==> config.mk <==
export PLATFORM = sky130hd
export DESIGN_NAME = f21d_mac
export DESIGN_NICKNAME = d
export VERILOG_FILES = /design/src/rtl/core/f21d_pkg.sv /design/src/rtl/core/f21d_mac.sv
export SDC_FILE = /design/constraint.sdc
export NUM_CORES = 1
export LEC_CHECK = 0
export BUFFER_PORTS_ARGS = -buffer_cell sky130_fd_sc_hd__buf_2
export CAP_MARGIN = 20
export CORE_MARGIN = 8
export CORE_UTILIZATION = 70
export CTS_CLUSTER_DIAMETER = 100
export DETAILED_ROUTE_END_ITERATION = 16
export HOLD_SLACK_MARGIN = 0.08
export PLACE_DENSITY = 0.95
export SYNTH_ARGS = -nofsm -noshare
export SYNTH_HDL_FRONTEND = slang
export SYNTH_SLANG_ARGS = --single-unit
==> constraint.sdc <==
create_clock -name clk_i -period 22 [get_ports clk_i]
set_input_delay 4.4 -clock clk_i [delete_from_list [all_inputs] [get_ports clk_i]]
set_output_delay 4.4 -clock clk_i [all_outputs]
set_load 0.005 [all_outputs]
==> src/rtl/core/f21d_pkg.sv <==
// ----------------------------------------------------------------------------
// f21d_pkg
// Shared widths, defaults, tap coefficients and control types for the
// three-channel decimating trace filter.
// ----------------------------------------------------------------------------
package f21d_pkg;

  // Field widths
  localparam int SMP_W     = 12;
  localparam int ADDR_IN_W = 11;
  localparam int BIN_W     = 10;
  localparam int PHASE_W   = 2;
  localparam int NCH       = 3;

  // Filter shape
  localparam int NTAPS       = 21;
  localparam int HALF_TAPS   = 10;
  localparam int TAP_W       = 5;
  localparam int COEF_W      = 11;
  localparam int ACC_W       = 26;
  localparam int SCALE_SHIFT = 11;
  localparam int OUT_MAX     = 4095;

  // Parameter defaults
  localparam int TRACE_LEN_DEF    = 2048;
  localparam int DECIM_FACTOR_DEF = 3;
  localparam int BIN_DELAY_DEF    = 1;

  // Request codes
  localparam logic REQ_LOAD    = 1'b0;
  localparam logic REQ_COMPUTE = 1'b1;

  // Control word from the sequencer to the MAC bank
  typedef struct packed {
    logic             clear;
    logic             en;
    logic [TAP_W-1:0] tap;
  } mac_ctl_t;

  // Symmetric 21-tap lowpass, gain 2059
  function automatic logic signed [COEF_W-1:0] tap_coef(input logic [TAP_W-1:0] idx);
    logic signed [COEF_W-1:0] c;
    case (idx)
      5'd0, 5'd20: c = 11'sd5;
      5'd2, 5'd18: c = 11'sd12;
      5'd3, 5'd17: c = 11'sd22;
      5'd5, 5'd15: c = -11'sd61;
      5'd6, 5'd14: c = -11'sd96;
      5'd8, 5'd12: c = 11'sd256;
      5'd9, 5'd11: c = 11'sd551;
      5'd10:       c = 11'sd681;
      default:     c = 11'sd0;
    endcase
    return c;
  endfunction

endpackage

==> src/rtl/core/f21d_mac.sv <==
// ----------------------------------------------------------------------------
// f21d_mac
// Per-channel multiply-accumulate over the tap sequence, then scale and clamp.
// ----------------------------------------------------------------------------
module f21d_mac (
  input  logic                                         clk_i,
  input  f21d_pkg::mac_ctl_t                           ctl_i,
  input  logic [f21d_pkg::NCH*f21d_pkg::SMP_W-1:0]     rdata_i,
  output logic [f21d_pkg::NCH-1:0][f21d_pkg::SMP_W-1:0] result_o
);

  localparam int PROD_W = f21d_pkg::SMP_W + f21d_pkg::COEF_W + 1;

  logic signed [f21d_pkg::COEF_W-1:0] coef;
  logic signed [PROD_W-1:0]           prod  [f21d_pkg::NCH];
  logic signed [f21d_pkg::ACC_W-1:0]  acc_q [f21d_pkg::NCH];
  logic signed [f21d_pkg::ACC_W-1:0]  acc_d [f21d_pkg::NCH];
  logic        [f21d_pkg::ACC_W-1:0]  scaled[f21d_pkg::NCH];

  assign coef = f21d_pkg::tap_coef(ctl_i.tap);

  // One product per channel, added to its accumulator
  always_comb begin
    for (int c = 0; c < f21d_pkg::NCH; c++) begin
      prod[c] = $signed({1'b0, rdata_i[c*f21d_pkg::SMP_W +: f21d_pkg::SMP_W]}) * coef;
      if (ctl_i.clear) begin
        acc_d[c] = '0;
      end else if (ctl_i.en) begin
        acc_d[c] = acc_q[c] + f21d_pkg::ACC_W'(prod[c]);
      end else begin
        acc_d[c] = acc_q[c];
      end
    end
  end

  always_ff @(posedge clk_i) begin
    for (int c = 0; c < f21d_pkg::NCH; c++) begin
      acc_q[c] <= acc_d[c];
    end
  end

  // Scale by 2^-11, clamp to the 12-bit range
  always_comb begin
    for (int c = 0; c < f21d_pkg::NCH; c++) begin
      scaled[c] = $unsigned(acc_q[c] >>> f21d_pkg::SCALE_SHIFT);
      if (acc_q[c][f21d_pkg::ACC_W-1]) begin
        result_o[c] = '0;
      end else if (scaled[c] > f21d_pkg::ACC_W'(f21d_pkg::OUT_MAX)) begin
        result_o[c] = f21d_pkg::SMP_W'(f21d_pkg::OUT_MAX);
      end else begin
        result_o[c] = scaled[c][f21d_pkg::SMP_W-1:0];
      end
    end
  end

endmodule
# Word level (Yosys, flattened, before mapping)
# Memories as Yosys holds them, arrays and structs flattened.
# Cells that the tools add are included.
totals:
  mem_count: 2
  romBits: 352
  elab_cells: 23
  ramBits: 78
  out_inout_bits: 36
  reg_bits: 0
  inputBits: 44
classes:
  n_mul: 3
  muxes: 12
  addsub: 3
  order_cmp: 3
mem_list:
  columns: ["name", "depth", "word_bits", "rd", "rd_clocked_by_memory_dff", "wr", "line_no", "source"]
  rows:
  - ["(name not given)", 32, 11, 1, 0, 0, "f21d_pkg.sv:43", "case (idx)"]
  - ["acc_q", 3, 26, 3, 0, 3, "f21d_mac.sv:16", "logic signed [f21d_pkg::ACC_W-1:0] acc_q [f21d_pkg::NCH];"]
op_table:
  columns: ["op", "n"]
  rows:
  - ["$mux W26", 6]
  - ["$add A26 B24 Y26", 3]
  - ["$gt A26 B12 Y1 const B", 3]
  - ["$mul A13 B11 Y24", 3]
  - ["$mux W12", 6]

# Depth between registers and ports, before layout
# Gate-level depths: netlist (run 1).
# An unclocked memory read counts as a cell.
depth:
  ltp_word: 5
  mapped_depth: 27
  mapped_depth_nobuf: 25

# Least setup slack after synthesis (run 1)
# OpenSTA, ideal clock, no wires.
synth_timing:
  kind: "in2reg"
  startpoint: "input port ctl_i[1] (netlist name)"
  endpoint: "memory acc_q[0][51] (netlist name)"
  setup_ps: 123
  required_time_ps: 21877
  setup_slack_ps: 11914
  cell_stages: 22
  t_arrival_ps: 9963
  path_buffers: 1
  path_cell_list: "inv_1 ha_1 nand2_1 o32ai_1 clkbuf_1 nand2_1 fa_1 fa_1 fa_1 inv_1 fa_1 inv_1 fa_1 inv_1 ha_1 a21oi_1 o21ai_0 a21oi_1 a211oi_2 o221ai_1 mux2i_1 mux2_1"
synth_lines:
  columns: ["item", "line_no", "source"]
  rows:
  - ["from (decl)", "f21d_mac.sv:7", "input f21d_pkg::mac_ctl_t ctl_i,"]
  - ["to (decl)", "f21d_mac.sv:16", null]

==> results of run 1 <==
[cell usage in the layout, fill, tap and decap left out, drive strengths merged, types with 8 or more instances in the layout]
cell    synthesis  layout
a211oi         15      15
a21o           22      22
a21oi          83      83
a31oi           8       8
and2          154     154
buf            19      95
clkbuf         92       9
dfxtp          78      78
fa            339     339
ha            234     234
inv           542     542
mux2i          28      28
nand2         285     285
nand2b          9       9
nand3          26      26
nand4          10      10
nor2          177     177
nor2b          15      15
nor3           25      25
o21a           14      14
o21ai          51      51
o21bai         13      13
or2            16      16
or3            11      11
xnor2          16      16
xor2           10      10
[worst max-delay path: cells and delay by family]
family / cells / cell delay (ps)
fa+ha+maj: 7 / 3150
mux: 1 / 350
buf+inv: 8 / 1330
simple gates: 3 / 740
compound gates: 6 / 1190
[metrics by stage]
step	cells	total power, mW	worst slack [ps]	utilization [%]
after global placement	2742	1.317	11150	73.03
after global routing	2760	1.749	10890	74.02
after detailed placement	2742	1.398	10910	73.03
after floorplan	2380	1.111	11910	-
after CTS	2757	1.564	11230	73.99
final	2761	1.581	11080	74.03
[power by group]
group | total (mW) | internal [mW] | switching [mW]
Clock | 0.151 | 0.0757 | 0.0753
Sequential | 0.219 | 0.182 | 0.0369
Combinational | 1.21 | 0.484 | 0.727
[how the worst min path moves through the flow]
stage | startpoint | endpoint | slack, ps | cells after the start
4_1_cts | acc_q[0][5] | acc_q[0][5] | 480 | 2
3_3_place_gp | acc_q[0][10] | acc_q[0][10] | 450 | 2
3_5_place_dp | acc_q[0][5] | acc_q[0][5] | 470 | 2
2_1_floorplan | acc_q[0][10] | acc_q[0][10] | 440 | 2
5_1_grt | acc_q[0][8] | acc_q[0][8] | 500 | 2
6_report | acc_q[0][5] | acc_q[0][5] | 480 | 2
[metal layers]
layer  GRT usage [%]  part of all wire (%)  up-vias  wire length, um
met2           51.69                    49      976            24390
met5               0                     0        -                0
li1                -                     -     7256                -
met1           36.74                    37     7956            18260
met4           16.66                   5.1        0             2535
met3           6.621                   9.6      238             4821
[final cells by class]
| type | instances | share of cell area, % |
|---|---|---|
| clock buffers | 9 | 1.098 |
| multi-input cells | 1649 | 76.31 |
| clock inverters | 6 | 0.1952 |
| well taps | 378 | 2.306 |
| inverters | 542 | 9.919 |
| flip-flops and latches | 78 | 7.613 |
| diodes | 4 | 0.04880 |
| repair buffers | 95 | 2.513 |
[cell families (layout without fill, tap and decap cells)]
kind of cell               after synthesis  after routing  synth area share [%]
AOI/OAI and AO/OA                      265            265                 9.106
xor gates and xnor gates                26             26                 1.161
adders and majority gates              573            573                 49.51
buffers and inverters                  653            652                 12.61
DFF                                     78             78                 7.958
muxes                                   33             33                 1.715
other                                    0              4                     0
and+or+nand+nor                        752            752                 17.94
==> impl_metrics.yaml, run 1 <==
drt:
  drt-initial-drc-count: 1751
  routedWlPerCell_um: 18.11
  ant_nets: 0
  first_pass_iters: 6
  wl_mm: 50.01
  drc: 0
  vias: 16430
  via_per_inst: 5.949
cts:
  htreeDepth: 3
  cts.sinks: 78
  cts_hold_buffers: 0
  clk_latency_ps: 380
  cts_root_buffer: "clkbuf_16"
  clk_pin_slew_worst_paths_ps: 60
  cts_made_buffers: 9
  cts_tree: "yes"
  clockBufferDepth: 2
  post-cts-setup-buffer-count: 0
  cts.repair.resized: 0
critical_path:
  crit_arrival_ps: 11180
  r2r_slack_ps: 16880
  r2r-start: "acc_q[0][59]"
  cp_slowest_cell: "fa_1"
  r2r_end: "acc_q[0][77]"
  cp-endpoint: "acc_q[0][77]"
  cpPeakStageDelay_ps: 570
  critPathRequiredTime_ps: 22260
  start_kind: "input port"
  reg2reg_depth: 17
  worstPathMaxFanout: 45
  worstSetupPathType: "in -> reg"
  critPathLaunch: "ctl_i[0]"
  endpoint_kind: "register"
grt:
  grt-ovfl-total: 0
  grt_pass1_vias: 17810
  antenna_found_initial: 3
  grt_pass1_wl_mm: 84.04
  grt_max_degree: 66
  grt_usage_pct: 30.83
timing:
  final.setup.tns_ps: 0
  hold_ws_ps: 484.5
  slew_headroom_pct: 30.76
  setup_viol_count_final: 0
  hold_violations: 0
  rsz0062_at_grt: "false"
  fin_crit_ps: 10920
  final_max_slew_viol_count: 0
  fin_crit_sh_pct: 49.62
  worst_slew_pin_slew_ps: 1039
  max_freq_mhz: 91.60
  clock_skew_ps: 12.72
cells_and_area:
  top_register: "acc_q"
  num-fill-cells: 1808
  final_area_um2: 20510
  multi_input_area_um2: 15650
  syn_to_final_growth_pct: 4.528
  layout.nets: 2992
  largest_reg_flops: 78
  largest_registers: "acc_q (78)"
  seq_area_um2: 1562
  drive_above_1_share_pct: 6.263
placed_design:
  place_area_um2: 20230
  routabilityCongestion: 0.9548
  dp_hpwl_mm: 37.64
  port_buffers: 79
floorplan:
  die_w_um: 183.4
  die-area_um2: 33640
  ioPinCount: 80
  die_h_um: 183.4
  core_area_um2: 27710
  rows: 61
  start_util_pct: 70.82
logic_synthesis:
  synth_area_leader_cell: "fa_1"
  synth_most_common_cell: "inv_1"
  yosys_warnings: 0
  synth_area_per_cell_um2: 8.244
  synthFlopType: "dfxtp_1"
  postSynthCellCount: 2380
  yosysUniqueCellTypes: 77
  ys_top_cells_by_area: "fa_1 35%, ha_1 15%, inv_1 10%"
  synth_seq_cells: 78
  synth_edf_count: 0
  yosys-top-cells-count: "542 x inv_1, 339 x fa_1, 285 x nand2_1"
  syn-cell-area_um2: 19620
  synthArstFlopShare_pct: 0
  synth_top_area_share_pct: 34.59
  ys_seq_area_share_pct: 7.958
  syn_nets: 2997
hold_path:
  hold_path_class: "reg -> reg"
pwr:
  cellPowerDensity_nw_per_um2: 77.10
  peakVddDrop_v: 0.00006012
  p_leak_nw: 10.88
run:
  drv_cap: 0
outcome:
  status: "finished clean"
No activity file was read; power rests on OpenSTA's default activity.
==> inputs of run 2 (changes only) <==
CORE_UTILIZATION = 59   (was 70)
PLACE_DENSITY = 0.91   (was 0.95)
clock period = 9.2 ns   (was 22 ns; I/O delays follow)
==> run 2 against run 1 <==
Hold slack worse by 2.6 ps; register-to-register slack worse by 13000 ps; global-route usage down 4.7 points; sequential cell count unchanged; largest power group unchanged.
==> impl_metrics.yaml, run 2 (same netlist as run 1, synthesis figures left out) <==
run:
  drv_cap: 0
floorplan:
  die_w_um: 198.4
  ioPinCount: 80
  rows: 66
  core_area_um2: 32620
  start_util_pct: 60.15
  die_h_um: 198.4
  die-area_um2: 39350
grt:
  grt_usage_pct: 26.10
  grt-ovfl-total: 0
  grt_pass1_wl_mm: 83.26
  grt_pass1_vias: 17570
  grt_max_degree: 66
  antenna_found_initial: 1
critical_path:
  worstPathMaxFanout: 20
  endpoint_kind: "register"
  start_kind: "input port"
  crit_arrival_ps: 8330
  worstSetupPathType: "in -> reg"
  critPathRequiredTime_ps: 9460
pwr:
  peakVddDrop_v: 0.0001303
  cellPowerDensity_nw_per_um2: 185.0
  p_leak_nw: 10.93
drt:
  wl_mm: 49.29
  first_pass_iters: 6
  drc: 0
  ant_nets: 0
  via_per_inst: 5.781
  routedWlPerCell_um: 17.42
  drt-initial-drc-count: 1442
  vias: 16360
cells_and_area:
  layout.nets: 2997
  num-fill-cells: 2527
  drive_above_1_share_pct: 6.541
  final_cells: 2830
  layout.cells.most_common: "inv_1"
  syn_to_final_growth_pct: 5.465
  largest_registers: "acc_q (78)"
  largest_reg_flops: 78
  mostFrequentLayoutCells: "542 x inv_1, 339 x fa_1, 285 x nand2_1, 234 x ha_1, 175 x nor2_1"
  top_register: "acc_q"
cts:
  cts.repair.resized: 0
  clockBufferDepth: 2
  cts_tree: "yes"
  cts_root_buffer: "clkbuf_16"
  htreeDepth: 3
  cts_hold_buffers: 0
  cts_made_buffers: 9
  clk_pin_slew_worst_paths_ps: 70
  cts.sinks: 78
  clk_latency_ps: 380
  post-cts-setup-buffer-count: 0
placed_design:
  routabilityCongestion: 0.9286
  dpl.cell_count: 2811
  dp_hpwl_mm: 37.51
  port_buffers: 79
timing:
  clock_skew_ps: 10.80
  worst_slew_pin_slew_ps: 1061
  fin_crit_sh_pct: 87.80
  hold_violations: 0
  fin_crit_ps: 8077
  max_freq_mhz: 123.8
  rsz0062_at_grt: "false"
  final_max_slew_viol_count: 0
  setup_viol_count_final: 0
  final.setup.tns_ps: 0
  slew_headroom_pct: 29.29
outcome:
  status: "finished clean"
hold_path:
  hold_path_class: "reg -> reg"
## run 2: worst paths after layout
kind                start            to  slack, ps  cells past startpoint
max              ctl_i[0]  acc_q[0][25]       1120                     25
min          acc_q[0][10]  acc_q[0][10]        480                      2
max reg2reg  acc_q[0][57]  acc_q[0][76]       4140                     17
min reg2reg  acc_q[0][10]  acc_q[0][10]        480                      2
## run 2: final cells by class
cell class	instances	area (um^2)	share of cell area, %
diodes	3	7.507	0.03628
clock buffers	10	239.0	1.155
clock inverters	6	92.59	0.4474
inverters	542	2034	9.831
multi-input cells	1649	15650	75.64
flip-flops and latches	78	1562	7.546
well taps	442	553.0	2.672
repair buffers	100	553.0	2.672
## run 2: critical path: stages
cell and delay, ps:
buf_2 140, inv_1 210, ha_1 290, nor2b_1 180, o21ai_4 210, o21ai_2 320
buf_4 340, and2_1 190, fa_1 480, inv_1 60, fa_1 540, inv_1 50
fa_1 480, fa_1 510, inv_1 60, fa_1 480, inv_1 40, ha_1 360
nand4_1 130, inv_1 50, a31oi_1 450, o21a_1 250, nor3_1 90, o31ai_2 220
mux2_1 340
## run 2: power breakdown
group          switching [mW]  internal, mW  total [mW]  leakage [nW]
sequential             0.0972         0.435       0.532         0.640
clock                   0.196         0.248       0.444         0.155
combinational            1.70          1.15        2.85          10.1
## run 2: layer usage
metal	GRT usage, %	part of all wire [%]	vias up
met5	0	0	-
met4	11.53	3.9	0
met3	4.261	8.9	171
met2	44.41	49	859
met1	32.41	39	8072
li1	-	-	7259
## run 2: metrics by stage
step                      hold WS [ps]  utilization, %  cell area [um^2]  total power, mW  setup slack, ps
after global placement           454.3           62.40             20350            3.165             1175
after floorplan                  441.0               -             19620            2.657             1674
final                            481.9           63.44             20690            3.829             1123
after detailed placement         468.6           62.40             20350            3.317            864.3
after CTS                        480.8           63.42             20690            3.807             1244
after global routing             496.0           63.43             20690            4.269            839.5
